## src/rtl/core/wvs_pkg.sv

```systemverilog
// Package for the weighted vertex skinning block: widths, controller
// command struct and shared helper functions. No dependencies.
package wvs_pkg;

    localparam int POS_W  = 32;
    localparam int QUAT_W = 16;
    localparam int BIAS_W = 17;
    // Widths of intermediate products
    localparam int T_W    = 36;   // first product, rounded to Q.16
    localparam int R_W    = 38;   // second product, rounded to Q.16
    localparam int S_W    = 39;   // joint position + rotated weight
    localparam int C_W    = 40;   // contribution after bias scaling

    // Step codes for the datapath sequencer
    localparam logic [2:0] STEP_T  = 3'd0;  // first quaternion product
    localparam logic [2:0] STEP_R  = 3'd1;  // second quaternion product
    localparam logic [2:0] STEP_S  = 3'd2;  // add joint position
    localparam logic [2:0] STEP_C  = 3'd3;  // bias scaling
    localparam logic [2:0] STEP_A  = 3'd4;  // accumulate

    typedef struct packed {
        logic       load;      // capture input transaction
        logic       step_en;   // run one datapath step
        logic [2:0] step;      // which step
        logic       emit;      // copy accumulator plus last contribution to output register, clear it
    } wvs_cmd_t;

    // Saturate a 41 bit signed value to 32 bits
    function automatic logic signed [POS_W-1:0] sat32(input logic signed [C_W:0] v);
        logic signed [C_W:0] max_v;
        logic signed [C_W:0] min_v;
        max_v = (C_W+1)'(64'sh7FFFFFFF);
        min_v = -max_v - (C_W+1)'(1);
        if (v > max_v)
            sat32 = 32'sh7FFFFFFF;
        else if (v < min_v)
            sat32 = 32'sh80000000;
        else
            sat32 = v[POS_W-1:0];
    endfunction

endpackage

```

## src/rtl/core/wvs_ctrl.sv

```systemverilog
// Controller of the skinning block: sequences the datapath steps and
// runs the input/output handshakes. Uses wvs_pkg.
module wvs_ctrl
(
    input  logic              clk,
    input  logic              rst_n,
    input  logic              in_valid,
    output logic              in_stall,
    input  logic              in_last,
    output logic              out_valid,
    input  logic              out_stall,
    output wvs_pkg::wvs_cmd_t cmd
);

    localparam logic [2:0] S_IDLE = 3'd0;
    localparam logic [2:0] S_T    = 3'd1;
    localparam logic [2:0] S_R    = 3'd2;
    localparam logic [2:0] S_S    = 3'd3;
    localparam logic [2:0] S_C    = 3'd4;
    localparam logic [2:0] S_A    = 3'd5;
    localparam logic [2:0] S_EMIT = 3'd6;

    logic [2:0] state_reg, state_next;
    logic       last_reg, last_next;
    logic       ov_reg, ov_next;
    logic       accept;

    assign in_stall = (state_reg != S_IDLE);
    assign accept   = in_valid && !in_stall;
    assign out_valid = ov_reg;

    // next state and commands
    always_comb
    begin
        state_next  = state_reg;
        last_next   = last_reg;
        ov_next     = ov_reg && out_stall;
        cmd.load    = 1'b0;
        cmd.step_en = 1'b0;
        cmd.step    = wvs_pkg::STEP_T;
        cmd.emit    = 1'b0;
        unique case (state_reg)
            S_IDLE:
                if (accept)
                begin
                    cmd.load   = 1'b1;
                    last_next  = in_last;
                    state_next = S_T;
                end
            S_T:
            begin
                cmd.step_en = 1'b1; cmd.step = wvs_pkg::STEP_T; state_next = S_R;
            end
            S_R:
            begin
                cmd.step_en = 1'b1; cmd.step = wvs_pkg::STEP_R; state_next = S_S;
            end
            S_S:
            begin
                cmd.step_en = 1'b1; cmd.step = wvs_pkg::STEP_S; state_next = S_C;
            end
            S_C:
            begin
                cmd.step_en = 1'b1; cmd.step = wvs_pkg::STEP_C;
                state_next = last_reg ? S_EMIT : S_A;
            end
            S_A:
            begin
                cmd.step_en = 1'b1; cmd.step = wvs_pkg::STEP_A; state_next = S_IDLE;
            end
            S_EMIT:
                // wait for the output register to be free
                if (!ov_next)
                begin
                    cmd.emit   = 1'b1;
                    ov_next    = 1'b1;
                    state_next = S_IDLE;
                end
            default:
                state_next = S_IDLE;
        endcase
    end

    always_ff @(posedge clk or negedge rst_n)
    begin
        if (!rst_n)
        begin
            state_reg <= S_IDLE;
            last_reg  <= 1'b0;
            ov_reg    <= 1'b0;
        end
        else
        begin
            state_reg <= state_next;
            last_reg  <= last_next;
            ov_reg    <= ov_next;
        end
    end

endmodule

```

## config.mk

```make
export PLATFORM = sky130hd
export DESIGN_NAME = wvs_ctrl
export DESIGN_NICKNAME = d
export VERILOG_FILES = /design/src/rtl/core/wvs_pkg.sv /design/src/rtl/core/wvs_ctrl.sv
export SDC_FILE = /design/constraint.sdc
export NUM_CORES = 1
export LEC_CHECK = 0
export ABC_AREA = 1
export BUFFER_PORTS_ARGS = -buffer_cell sky130_fd_sc_hd__buf_2
export CAP_MARGIN = 5
export CORE_AREA = 3 3 40 42
export CTS_BUF_LIST = sky130_fd_sc_hd__clkbuf_4 sky130_fd_sc_hd__clkbuf_8
export CTS_CLUSTER_SIZE = 12
export DETAILED_ROUTE_END_ITERATION = 6
export DIE_AREA = 0 0 43 45
export PLACE_DENSITY_LB_ADDON = 0.3
export SLEW_MARGIN = 20
export SYNTH_ARGS = -nofsm -noshare
export SYNTH_HDL_FRONTEND = slang
export SYNTH_SLANG_ARGS = --single-unit
```

## constraint.sdc

```tcl
create_clock -name clk -period 1.2 [get_ports clk]
set_input_delay 0.12 -clock clk [delete_from_list [all_inputs] [get_ports clk]]
set_output_delay 0.12 -clock clk [all_outputs]
set_load 0.01 [all_outputs]
```

==> summary.txt <==
Min path
  • Worst hold path type: input pin to flop

Timing
  • Actual slew at the worst max-slew pin: 177 ps
  • Clock Skews: 1.57 ps
  • Fmax: 0.782 GHz
  • Clock period minus worst slack: 1280 ps
  • Worst setup margin: -79.4 ps
  • Rel. slew slack: 88.2%
  • Fin. Hold Viols: 0
  • Unrepaired setup endpoints after global routing: true
  • Final Slew Violations: 0
  • Setup Viol. Count Final: 6
  • Period utilization: 107%

CTS
  • Clk pin slew, worst setup/hold paths: 40 ps
  • Clock root buffer: clkbuf_4
  • H-tree lvl count: 1
  • Worst skew pair latency: ~230 ps
  • Clock sinks: 5
  • CTS Buf Count: 3
  • CTS Buffer Depth: 2
  • TritonCTS clock tree: done

Power
  • Maximum ir drop on the vdd rail: 0.000661 V
  • Leakage power: around 0.28 nW
  • Pwr/cell area: 2680 mW/mm^2
  • Power, Total: about 1.2 mW

Setup path
  • Crit Path Max Fanout: 6
  • Crit path buffers/inverters: 1
  • Reg2reg setup slack: 110 ps
  • Max incr delay on CP: around 450 ps
  • Crit path cell chain: nor2_4 -> nand2_2 -> nand2_1 -> buf_2
  • Crit-path slowest cell: dfrtp_2
  • CP top delay family: flip-flops
  • Crit path DAT: 1160 ps
  • Critical path class: flop to output port
  • Worst Setup Start Kind: flop
  • CP Capture Type: output port
  • Critical Path RT: 1080 ps

Floorplanning
  • Rows: 13
  • IO Pins: 13
  • Die area: 0.00194 mm^2
  • Placeable Area: 0.00128 mm^2
  • Initial Util: roughly 23%
  • DIE WIDTH: between 40 and 50 um
  • Die H: 45 um

Synth
  • Post-synthesis average cell area: 6.90 um^2
  • Sequential-to-total area share from yosys stat: between 40% and 50%
  • Yosys top cell by area: dfrtp_1
  • Largest family of logic cells by synthesized area: simple AND/OR/NAND/NOR gates
  • Synthesized flop and latch total: 5
  • Post-Synth Simple-Gate Area: 43.0%
  • Syn Nets: 48
  • Area share of the largest cell type after synthesis: 42.2%
  • Area of the mapped netlist: 297 um^2
  • Synthesized-area fraction occupied by adder cells: 0%
  • Post-Syn Instances: 43
  • Synth Area in XOR/XNOR: 0%
  • Yosys warns: 0
  • Distinct cell type count after synthesis: 13
  • Compound-cell area share of the yosys netlist: 3.38%
  • Post-synthesis mux area share: 0%
  • Synth area leaders: dfrtp_1, nand2_1, inv_1

Run
  • Max-Cap Viols: 0

Global routing
  • Largest net degree at the start of global routing: 10
  • Vias in the first global route: around 300
  • Gr usage total: about 8.1%
  • Overflow after GRT: 0
  • Initial antenna violation count: 0
  • First-pass GRT wire length: 1130 um

Detailed routing
  • Routed len/inst: 9.23 um
  • Number of DRC markers in iteration 0: 7
  • Drt first pass iters: 4
  • Vias per inst: 4.13
  • Vias: 322
  • WL final: 720 um
  • Detail Route Antenna Nets: 0
  • DRC: 0

Run status
  • Failing checks: setup timing
  • Status: finished with violations

Final layout
  • Non-filler cells, final: 78
  • Largest register FFs: 3
  • Final instance area: 454 um^2
  • Area delta synth->final: 53.2%
  • Layout cell share with drive strength beyond 1: a little under half
  • Final nets: 69
  • Ant diodes: 0

Placed design
  • Routability cong.: 0.822
  • Dpl cells: 70
  • IO buf count: 12
  • Placed cell area: 375 um^2
## where the power goes
part           internal, mW  switching [mW]  total, mW
clock network         0.148          0.0600      0.208
registers             0.255           0.110      0.365
logic                 0.280           0.362      0.642
## tightest hold or removal path, cell delays in order
cell and delay [ps]:
buf_2 70, nand2_1 50, nand2_1 60
## stage by stage
step                      setup slack [ps]  TNS (ps)  util, %  hold slack (ps)
final                                -79.4      -263     35.3              112
after detailed placement              72.4         0     29.2            -63.5
after global placement                 107         0     29.2            -63.9
after CTS                            -56.7      -205     34.9              109
after floorplan                        231         0        -             -176
after global routing                  -157      -795     35.3              121
## cell usage in the layout, fill, tap and decap left out
cell and count:
dfrtp_2 3, dlygate4sd3_1 1, nor2_2 1, nor2_4 1
nor2_1 2, inv_2 1, buf_2 12, nand2_1 12
nand2_2 3, nor3_1 1, nand4_1 1, nand3_1 4
inv_1 7, dfrtp_1 2, inv_4 1, buf_4 3
a21oi_1 2, clkbuf_4 4, nand3_2 1, nand3b_1 1
## synth_stat cells
master    number
a21oi_1        2
dfrtp_1        5
inv_1          8
inv_2          1
nand2_1       14
nand2_2        1
nand3_1        4
nand3_2        1
nand3b_1       1
nand4_1        1
nor2_1         2
nor2_2         2
nor3_1         1
## timing repair
item | CTS | global route
buffers inserted | 3 | 0
endpoints found under the setup margin | 6 | 7
hold buffers | 1 | 0
endpoints found under the hold margin | 5 | 0
resized for setup | 4 | 4
gates cloned | 0 | 0
pin swaps | 3 | 2
## per-layer routing
layer	part of all wire [%]	GRT usage (%)	vias up
li1	-	-	171
met1	38	7.80	139
met2	54	13.8	12
met3	7.9	3.98	0
met4	0	5.42	0
met5	0	0	-
## layout make-up
| cell class | count | area [um^2] |
|---|---|---|
| Sequential cell | 5 | 129 |
| Timing Repair Buffer | 16 | 92.6 |
| Clock buffer | 4 | 30.0 |
| Inverter | 9 | 36.3 |
| Tap cell | 15 | 18.8 |
| Multi-Input combinational cell | 29 | 148 |
| Fill cell | 144 | 831 |
## logic make-up after synthesis
| kind of cell | after synthesis |
|---|---|
| and+or+nand+nor | 27 |
| AOI/OAI and AO/OA | 2 |
| DFF | 5 |
| buffers and inverters | 9 |
## final timing paths
kind / start / end / cells past startpoint
max: state_reg[1] / cmd[2] / 4
min: out_stall / out_valid / 3
max reg2reg: state_reg[1] / last_reg / 5
min reg2reg: last_reg / last_reg / 2
max in group asynchronous: rst_n / state_reg[1] / 2
min in group asynchronous: rst_n / last_reg / 2
Power figures use the tool's default switching activity.
